## src/sv/mpscan_pkg.sv

```systemverilog
// ----------------------------------------------------------------------------
// Multipath option scanner package
// Shared widths, limits, parse phases and stop codes of the option scanner.
// ----------------------------------------------------------------------------
`default_nettype none

package mpscan_pkg;

	localparam int AREA_W = 6;
	localparam logic [AREA_W-1:0] MAX_OPTION_BYTES = AREA_W'(40);

	localparam logic [7:0] KIND_END_OF_LIST = 8'd0;
	localparam logic [7:0] KIND_NO_OP       = 8'd1;
	localparam logic [7:0] MIN_OPT_LEN      = 8'd2;

	typedef enum logic [1:0] {
		PH_KIND = 2'd0,
		PH_LEN  = 2'd1,
		PH_BODY = 2'd2
	} phase_t;

	typedef enum logic [1:0] {
		ST_AREA_END = 2'd0,
		ST_EOL      = 2'd1,
		ST_SHORT    = 2'd2,
		ST_OVERRUN  = 2'd3
	} status_t;

	typedef enum logic {
		CFG_WANTED_SUBTYPE = 1'b0,
		CFG_MULTIPATH_KIND = 1'b1
	} cfg_idx_t;

endpackage

`default_nettype wire

```

## src/sv/tcp_option_mptcp_scanner_unit.sv

```systemverilog
// ----------------------------------------------------------------------------
// TCP option multipath scanner
// Walks a TCP option area byte by byte and reports the first multipath
// option and the first one carrying the configured subtype.
// ----------------------------------------------------------------------------
// The block takes one option byte per cycle and gives one result word per
// option area, after the word that carries the area's last byte (or at once
// for an empty area). An accepted word lands in an input register, is decoded
// against the scan state in one pass of short logic, and any result goes to
// an output register, taking the result as the word with the last byte
// leaves the input register. Input words keep flowing while a result
// waits to be taken; only a second result behind an untaken one stalls the
// input. Configuration comes through its own channel, which is always ready.
`default_nettype none

module tcp_option_mptcp_scanner_unit
	import mpscan_pkg::*;
(
	input  wire logic              clk,
	input  wire logic              arst_n,
	input  wire logic              in_valid,
	output logic                   in_ready,
	input  wire logic [7:0]        opt_byte,
	input  wire logic              area_start,
	input  wire logic [AREA_W-1:0] area_len,
	output logic                   out_valid,
	input  wire logic              out_ready,
	output logic [1:0]             status,
	output logic                   first_found,
	output logic [AREA_W-1:0]      first_offset,
	output logic [AREA_W-1:0]      first_length,
	output logic [3:0]             first_subtype,
	output logic                   wanted_found,
	output logic [AREA_W-1:0]      wanted_offset,
	input  wire logic              cfg_valid,
	output logic                   cfg_ready,
	input  wire logic              cfg_index,
	input  wire logic [7:0]        cfg_data
);

	logic [3:0] wanted_subtype_q;
	logic [7:0] multipath_kind_q;

	logic              valid_s1;
	logic [7:0]        byte_s1;
	logic              start_s1;
	logic [AREA_W-1:0] len_s1;

	logic [AREA_W-1:0] pos_q, total_q, skip_q, coff_q, clen_q;
	phase_t            phase_q;
	logic              ismp_q, stopped_q, f_found_q, w_found_q;
	status_t           stop_st_q;
	logic [AREA_W-1:0] f_off_q, f_len_q, w_off_q;
	logic [3:0]        f_sub_q;

	logic [AREA_W-1:0] pos_n, total_n, skip_n, coff_n, clen_n;
	phase_t            phase_n;
	logic              ismp_n, stopped_n, f_found_n, w_found_n;
	status_t           stop_st_n;
	logic [AREA_W-1:0] f_off_n, f_len_n, w_off_n;
	logic [3:0]        f_sub_n;

	logic              emit;
	status_t           emit_st;
	logic              r_f_found, r_w_found;
	logic [AREA_W-1:0] r_f_off, r_f_len, r_w_off;
	logic [3:0]        r_f_sub;
	logic [AREA_W-1:0] room;
	logic [AREA_W-1:0] pos_inc;
	logic              active;
	logic              out_free, advance;

	assign cfg_ready = 1'b1;

	always_ff @(posedge clk or negedge arst_n) begin
		if (!arst_n) begin
			wanted_subtype_q <= '0;
			multipath_kind_q <= 8'd30;
		end else if (cfg_valid) begin
			case (cfg_index)
				CFG_WANTED_SUBTYPE: wanted_subtype_q <= cfg_data[3:0];
				CFG_MULTIPATH_KIND: multipath_kind_q <= cfg_data;
				default: ;
			endcase
		end
	end

	always_comb begin
		pos_n     = pos_q;
		total_n   = total_q;
		phase_n   = phase_q;
		skip_n    = skip_q;
		ismp_n    = ismp_q;
		coff_n    = coff_q;
		clen_n    = clen_q;
		stopped_n = stopped_q;
		stop_st_n = stop_st_q;
		f_found_n = f_found_q;
		f_off_n   = f_off_q;
		f_len_n   = f_len_q;
		f_sub_n   = f_sub_q;
		w_found_n = w_found_q;
		w_off_n   = w_off_q;
		emit      = 1'b0;
		emit_st   = ST_AREA_END;
		room      = '0;
		pos_inc   = '0;
		if (start_s1) begin
			pos_n     = '0;
			total_n   = (len_s1 > MAX_OPTION_BYTES) ? MAX_OPTION_BYTES : len_s1;
			phase_n   = PH_KIND;
			skip_n    = '0;
			ismp_n    = 1'b0;
			coff_n    = '0;
			clen_n    = '0;
			stopped_n = 1'b0;
			stop_st_n = ST_AREA_END;
			f_found_n = 1'b0;
			f_off_n   = '0;
			f_len_n   = '0;
			f_sub_n   = '0;
			w_found_n = 1'b0;
			w_off_n   = '0;
		end
		active = (total_n != '0);
		if (start_s1 && !active) begin
			emit = 1'b1;
		end else if (active) begin
			if (!stopped_n) begin
				case (phase_n)
					PH_KIND: begin
						if (byte_s1 == KIND_END_OF_LIST) begin
							stopped_n = 1'b1;
							stop_st_n = ST_EOL;
						end else if (byte_s1 != KIND_NO_OP) begin
							coff_n  = pos_n;
							ismp_n  = (byte_s1 == multipath_kind_q);
							phase_n = PH_LEN;
						end
					end
					PH_LEN: begin
						room = total_n - coff_n;
						if (byte_s1 < MIN_OPT_LEN) begin
							stopped_n = 1'b1;
							stop_st_n = ST_SHORT;
						end else if (byte_s1 > {2'b00, room}) begin
							stopped_n = 1'b1;
							stop_st_n = ST_OVERRUN;
						end else begin
							clen_n = byte_s1[AREA_W-1:0];
							if (byte_s1 == MIN_OPT_LEN) begin
								if (ismp_n && !f_found_n) begin
									f_found_n = 1'b1;
									f_off_n   = coff_n;
									f_len_n   = byte_s1[AREA_W-1:0];
									f_sub_n   = '0;
								end
								phase_n = PH_KIND;
							end else begin
								skip_n  = byte_s1[AREA_W-1:0] - AREA_W'(2);
								phase_n = PH_BODY;
							end
						end
					end
					default: begin
						if (ismp_n && (skip_n == clen_n - AREA_W'(2))) begin
							if (!f_found_n) begin
								f_found_n = 1'b1;
								f_off_n   = coff_n;
								f_len_n   = clen_n;
								f_sub_n   = byte_s1[7:4];
							end
							if ((byte_s1[7:4] == wanted_subtype_q) && !w_found_n) begin
								w_found_n = 1'b1;
								w_off_n   = coff_n;
							end
						end
						if (skip_n != '0) begin
							skip_n = skip_n - AREA_W'(1);
						end
						if (skip_n == '0) begin
							phase_n = PH_KIND;
						end
					end
				endcase
			end
			pos_inc = pos_n + AREA_W'(1);
			pos_n   = pos_inc;
			if (pos_inc >= total_n) begin
				emit = 1'b1;
				if (stopped_n) begin
					emit_st = stop_st_n;
				end else if (phase_n == PH_LEN) begin
					emit_st = ST_OVERRUN;
				end else begin
					emit_st = ST_AREA_END;
				end
			end
		end
		r_f_found = f_found_n;
		r_f_off   = f_off_n;
		r_f_len   = f_len_n;
		r_f_sub   = f_sub_n;
		r_w_found = w_found_n;
		r_w_off   = w_off_n;
		if (emit) begin
			pos_n     = '0;
			total_n   = '0;
			phase_n   = PH_KIND;
			skip_n    = '0;
			ismp_n    = 1'b0;
			coff_n    = '0;
			clen_n    = '0;
			stopped_n = 1'b0;
			stop_st_n = ST_AREA_END;
			f_found_n = 1'b0;
			f_off_n   = '0;
			f_len_n   = '0;
			f_sub_n   = '0;
			w_found_n = 1'b0;
			w_off_n   = '0;
		end
	end

	assign out_free = !out_valid || out_ready;
	assign advance  = valid_s1 && (out_free || !emit);
	assign in_ready = !valid_s1 || advance;

	always_ff @(posedge clk or negedge arst_n) begin
		if (!arst_n) begin
			valid_s1 <= 1'b0;
		end else if (in_ready) begin
			valid_s1 <= in_valid;
		end
	end

	always_ff @(posedge clk) begin
		if (in_ready && in_valid) begin
			byte_s1  <= opt_byte;
			start_s1 <= area_start;
			len_s1   <= area_len;
		end
	end

	always_ff @(posedge clk or negedge arst_n) begin
		if (!arst_n) begin
			pos_q     <= '0;
			total_q   <= '0;
			phase_q   <= PH_KIND;
			skip_q    <= '0;
			ismp_q    <= 1'b0;
			coff_q    <= '0;
			clen_q    <= '0;
			stopped_q <= 1'b0;
			stop_st_q <= ST_AREA_END;
			f_found_q <= 1'b0;
			f_off_q   <= '0;
			f_len_q   <= '0;
			f_sub_q   <= '0;
			w_found_q <= 1'b0;
			w_off_q   <= '0;
		end else if (advance) begin
			pos_q     <= pos_n;
			total_q   <= total_n;
			phase_q   <= phase_n;
			skip_q    <= skip_n;
			ismp_q    <= ismp_n;
			coff_q    <= coff_n;
			clen_q    <= clen_n;
			stopped_q <= stopped_n;
			stop_st_q <= stop_st_n;
			f_found_q <= f_found_n;
			f_off_q   <= f_off_n;
			f_len_q   <= f_len_n;
			f_sub_q   <= f_sub_n;
			w_found_q <= w_found_n;
			w_off_q   <= w_off_n;
		end
	end

	always_ff @(posedge clk or negedge arst_n) begin
		if (!arst_n) begin
			out_valid <= 1'b0;
		end else if (advance && emit) begin
			out_valid <= 1'b1;
		end else if (out_ready) begin
			out_valid <= 1'b0;
		end
	end

	always_ff @(posedge clk) begin
		if (advance && emit) begin
			status        <= emit_st;
			first_found   <= r_f_found;
			first_offset  <= r_f_off;
			first_length  <= r_f_len;
			first_subtype <= r_f_sub;
			wanted_found  <= r_w_found;
			wanted_offset <= r_w_off;
		end
	end

endmodule

`default_nettype wire

```

## config.mk

```make
export PLATFORM = sky130hd
export DESIGN_NAME = tcp_option_mptcp_scanner_unit
export DESIGN_NICKNAME = d
export VERILOG_FILES = /design/src/sv/mpscan_pkg.sv /design/src/sv/tcp_option_mptcp_scanner_unit.sv
export SDC_FILE = /design/constraint.sdc
export NUM_CORES = 1
export LEC_CHECK = 0
export BUFFER_PORTS_ARGS = -buffer_cell sky130_fd_sc_hd__buf_2
export CORE_MARGIN = 2
export CORE_UTILIZATION = 50
export CTS_BUF_LIST = sky130_fd_sc_hd__clkbuf_16
export CTS_CLUSTER_DIAMETER = 100
export DETAILED_ROUTE_END_ITERATION = 12
export PLACE_DENSITY_LB_ADDON = 0.2
export SYNTH_ARGS = -nofsm -noshare
export SYNTH_HDL_FRONTEND = slang
export SYNTH_SLANG_ARGS = --single-unit
```

## constraint.sdc

```tcl
create_clock -name clk -period 13.9 [get_ports clk]
set_input_delay 4.17 -clock clk [delete_from_list [all_inputs] [get_ports clk]]
set_output_delay 4.17 -clock clk [all_outputs]
set_load 0.05 [all_outputs]
```

======== Yosys cells after proc, flatten, opt, wreduce, memory -nomap -nowiden ========
Cells that the tools add are included.
word-level totals
  bits in registers ....................... 115
  bits in latches ......................... 0
  RAM bits ................................ 0
  ROM bits ................................ 0
  input bits .............................. 29
  output and inout bits ................... 29
  memories ................................ 0
cells by class
  $add $sub $neg .......................... 5
  $mul .................................... 0
  divide/modulo/power cells ............... 0
  $lt $le $gt $ge ......................... 4
  equal/unequal tests ..................... 7
  shift operators ......................... 0
  mux-type cells .......................... 149
  bitwise gates (word level) .............. 3
  reductions and logical operators ........ 26
operator list
  cell                                                  number
  two-way mux 6 bit                                     66
  two-way mux 2 bit                                     23
  two-way mux 4 bit                                     11
  two-way mux 1 bit                                     41
  one-hot mux 6 bit (2 select lines)                    3
  nonzero test 6 bit                                    2
  subtractor 6 x 2 -> 6 bit, second input constant      2
  equality test 8 x 2 -> 1 bit, second input constant   1
  equality test 8 bit                                   1
  greater-than comparator 8 x 6 -> 1 bit                1
  zero test 8 bit                                       1
  < comparator 8 x 2 -> 1 bit, second input constant    1
  != test 8 x 1 -> 1 bit, second input constant         1
  one-hot mux 2 bit (2 select lines)                    2
  one-hot mux 4 bit (2 select lines)                    1
  logical AND 1 bit                                     7
  adder 6 x 1 -> 6 bit, second input constant           1
  equality test 6 bit                                   1
  greater-or-equal comparator 6 bit                     1
  greater-than comparator 6 bit, second input constant  1
  zero test 1 bit                                       6
  zero test 6 bit                                       1
  subtractor 6 x 1 -> 6 bit, second input constant      1
  subtractor 6 bit                                      1
  other kinds (10)                                      17

======== Logic depth before layout (Yosys ltp) ========
  depth in word-level cells ............... 16
  mapped depth ............................ 22

======== Worst setup path after synthesis ========
Ideal clock, no wire load.
  path type ............................... input -> output
  start ................................... input out_ready
  end ..................................... output in_ready
  arrival time ............................ 4.922 ns
  setup slack ............................. 4.808 ns
  cell stages on the path ................. 3
  path buffers ............................ 0
  path through ............................ nor2b_1 > a21boi_0 > nand2_1
between the ends
  cells in the longest elaborated chain, start to end .. 4
RTL lines
  element             RTL line                              RTL
  start: declaration  tcp_option_mptcp_scanner_unit.sv:27   input wire logic out_ready,
  logical OR 1 bit    tcp_option_mptcp_scanner_unit.sv:225  assign out_free = !out_valid || out_ready;
  logical OR 1 bit    tcp_option_mptcp_scanner_unit.sv:226  assign advance = valid_s1 && (out_free || !emit);
  logical AND 1 bit   tcp_option_mptcp_scanner_unit.sv:226
  logical OR 1 bit    tcp_option_mptcp_scanner_unit.sv:227  assign in_ready = !valid_s1 || advance;
  end: declaration    tcp_option_mptcp_scanner_unit.sv:22   output logic in_ready,
Every way passes these cells.

======== Worst setup path in the final report ========
Ends and elaborated chain as after synthesis.

==> summary.md <==
| Metric | Value |
|---|---|
| Run status | finished, final reports clean |
| Hold Crit Class | flip-flop to flip-flop |
| Cell repeated most along the worst path | buf_2 |
| Via count | 5370 |
| Register-to-Register Path Depth | 17 |
| Ant. Diodes | 0 |
| Mean area per synthesized cell | 10.5 sq um |
| Clock transition at the registers of the reported paths | 60 ps |
| P_leak | 0.00316 uW |
| Number of flops mapped to enable cells by yosys | 41 |
| Relative slew slack | 0.188 |
| Dpl hpwl | 12100 microns |
| Top-Level Pins | 58 |
| CTS tree | yes |
| Synthesis-stage register bit count | 115 |
| Top-area cell type share of the netlist area | 0.259 |
| Worst hold path depth | 2 |
| Die Wd | 120 microns |
| First-pass GRT wire length | 27900 microns |
| Slowest CP cell | a21boi_0 |
| H-tree Lvls | 4 |
| Crit path kind | primary input to primary output |
| Setup WS pre-CTS | 4580 ps |
| Synth Net Count | 695 |
| CTS root buf | clkbuf_16 |
| Main synth FF type | dfrtp_1 |
| Grt ovf | 0 |
| Top post-synthesis cells by area | dfrtp_1 (26%), edfxtp_1 (18%), ha_1 (3.5%), a22o_1 (3.5%), mux2i_1 (3.3%) |
| WL per Instance | 20.1 microns |
| Routed Antenna Nets | 0 |
| Port bufs | 56 |
| Post-synthesis cell count | 646 |
| # fillers | 1193 |
| Peak supply drop | 0.0000886 V |
| Number of global-route vias before repair | 5213 |
| Gpl congestion | 0.961 |
| Starting Density | 0.511 |
| Clock tree buffer depth | 2 |
| Hold wc startpoint | f_off_q[5] |
| Worst Path Required | 9730 ps |
| Maximum clock rate | 0.107 GHz |
| Synth warn | 0 |
| Sequential cell area | 3090 sq um |
| CTS Hold Bufs | 0 |
| Fin worst setup slack | 4570 ps |
| P&R area growth vs syn | 12.8% |
| Post-CTS resize count | 0 |
| Worst Hold End | f_off_q[5] |
| Startpoint Class | primary input |
| Asr flop ratio synth | 0.643 |
| Sink Count | 115 |
| Total GRT Usage | 0.253 |
| RSZ-0062 raised after global routing | false |
| PwrDens | 153 nW/um^2 |
| Hold_ws | 478 ps |
| Final worst path period share | 0.671 |
| Post-layout total power | 1160 uW |
| DR pass1 iterations | 5 |
| Slew Limit Fails | 0 |
| Critical path endpoint category | primary output |
| Fin crit period | 9330 ps |
| Cts bufs inserted | 17 |
| Final Skew | 8.78 ps |
| Core ar. | 13200 sq um |
| Share of cells above drive strength 1 | 0.183 |
| DRC | 0 |
| Layout Nets | 731 |
| Synth unique cells | 82 |
| TNS Setup | 0 ps |
| Die Y | 120 microns |
| CP peak stage delay | 280 ps |
| Post-synthesis sequential area ratio | 0.457 |
| Largest net degree at the start of global routing | 75 |
| Die area | 14500 sq um |
| Site row count | 42 |
| Setup violators final | 0 |
| CP arrival | 5160 ps |
| Post-Route WL | 17500 microns |
| Crit Path Max Fanout | 4 |
| FF-to-FF Start | start_s1 |
| Initial DRC count | 637 |
| Setup slack, reg-to-reg | 8300 ps |
| Final count of hold timing violations | 0 |
| # Max-Cap Violations | 0 |
| Initial antenna violation count | 1 |
| Actual slew at the worst max-slew pin | 1210 ps |
| Worst-Skew Late Latency | 420 ps |
| Syn Std Cell Area | 6760 sq um |
| Worst-path cell chain | buf_2 > nor2b_1 > a21boi_0 > nand2_1 > buf_2 |
| Reg-to-Reg End | first_length[1] |
| Vias/cell | 6.17 |
| Area of the multi-input gates | 3380 sq um |
| Post-CTS Setup Bufs | 0 |
| Post-synth top area cell | dfrtp_1 |
registers in the layout (all words and copies together), names as in the netlist, 6 cells and up:
| signal | flops |
|---|---|
| f_off_q | 6 |
| total_q | 6 |
| coff_q | 6 |
| wanted_offset | 6 |
| clen_q | 6 |
| byte_s1 | 8 |
| first_offset | 6 |
| w_off_q | 6 |
| pos_q | 6 |
| first_length | 6 |
| skip_q | 6 |
| len_s1 | 6 |
| f_len_q | 6 |
| multipath_kind_q | 8 |
cell usage after synthesis, drive strengths merged, types with 10 or more instances:
cell,count
a21oi,23
a22o,27
a32o,16
buf,19
clkbuf,22
dfrtp,70
edfxtp,41
ha,19
inv,24
mux2,15
mux2i,22
nand2,46
nand3,13
nand4,10
nor2,58
nor2b,15
nor3,12
o21ai,28
xnor2,21
xor2,13
worst max-delay path: cells and delay by family:
kind	cells	cell delay, ps
and+or+nand+nor	2	370
AOI/OAI and AO/OA	1	280
buffers and inverters	2	330
cell families (layout without fill, tap and decap cells):
group / count (synthesis) / in the layout / share of synthesized area
buffers and inverters: 67 / 115 / 0.0450
other: 1 / 1 / 0.000554
DFF: 115 / 115 / 0.457
adders and majority gates: 22 / 22 / 0.0411
and+or+nand+nor: 191 / 191 / 0.152
muxes: 37 / 37 / 0.0575
AOI/OAI and AO/OA: 179 / 179 / 0.204
xor gates and xnor gates: 34 / 34 / 0.0440
routing by layer:
| metal | vias to the layer above | routed length [microns] | GRT usage |
|---|---|---|---|
| li1 | 2498 | - | - |
| met1 | 2629 | 7780 | 0.331 |
| met2 | 209 | 8130 | 0.398 |
| met3 | 32 | 1150 | 0.0698 |
| met4 | 2 | 400 | 0.106 |
| met5 | - | 10 | 0 |
placed cells by master (no fill, tap or decap), drive strengths merged, types with 8 or more instances in the layout:
| cell type | instances |
|---|---|
| inv | 26 |
| xnor2 | 21 |
| nor3 | 12 |
| xor2 | 13 |
| nand4 | 10 |
| a21oi | 23 |
| nand2 | 46 |
| mux2 | 15 |
| mux2i | 22 |
| dfrtp | 70 |
| o21ai | 28 |
| nor2 | 58 |
| edfxtp | 41 |
| a32o | 16 |
| nor4 | 8 |
| clkbuf | 17 |
| o31ai | 8 |
| ha | 19 |
| clkinv | 8 |
| nand3 | 13 |
| a22o | 27 |
| nor2b | 15 |
| buf | 58 |
area by class of cell:
class	instances	area share
clock buffer	17	0.0558
clock inverter	14	0.0162
inverter	26	0.0128
multi-input combinational	464	0.443
sequential	115	0.405
tap	176	0.0289
timing repair buffer	58	0.0390
where the power goes:
| group | switching [uW] | internal (uW) | leakage (uW) |
|---|---|---|---|
| Clock | 153 | 257 | 0.000265 |
| Combinational | 202 | 115 | 0.00152 |
| Sequential | 47.9 | 389 | 0.00137 |
metrics by stage:
stage,instances,cell area (sq um),utilization
floorplan,646,6760,-
global placement,839,7080,0.535
detailed placement,839,7080,0.535
CTS,870,7630,0.576
global route,870,7630,0.576
finish,870,7630,0.576
worst max-delay path by stage:
| stage | start | end | slack (ps) | cells after the start |
|---|---|---|---|---|
| 3_5_place_dp | out_ready | in_ready | 4580 | 5 |
| 5_1_grt | out_ready | in_ready | 4490 | 5 |
| 6_report | out_ready | in_ready | 4570 | 5 |
| 2_1_floorplan | out_ready | in_ready | 4810 | 3 |
| 4_1_cts | out_ready | in_ready | 4570 | 5 |
| 3_3_place_gp | out_ready | in_ready | 4600 | 5 |
Power figures use the tool's default switching activity.
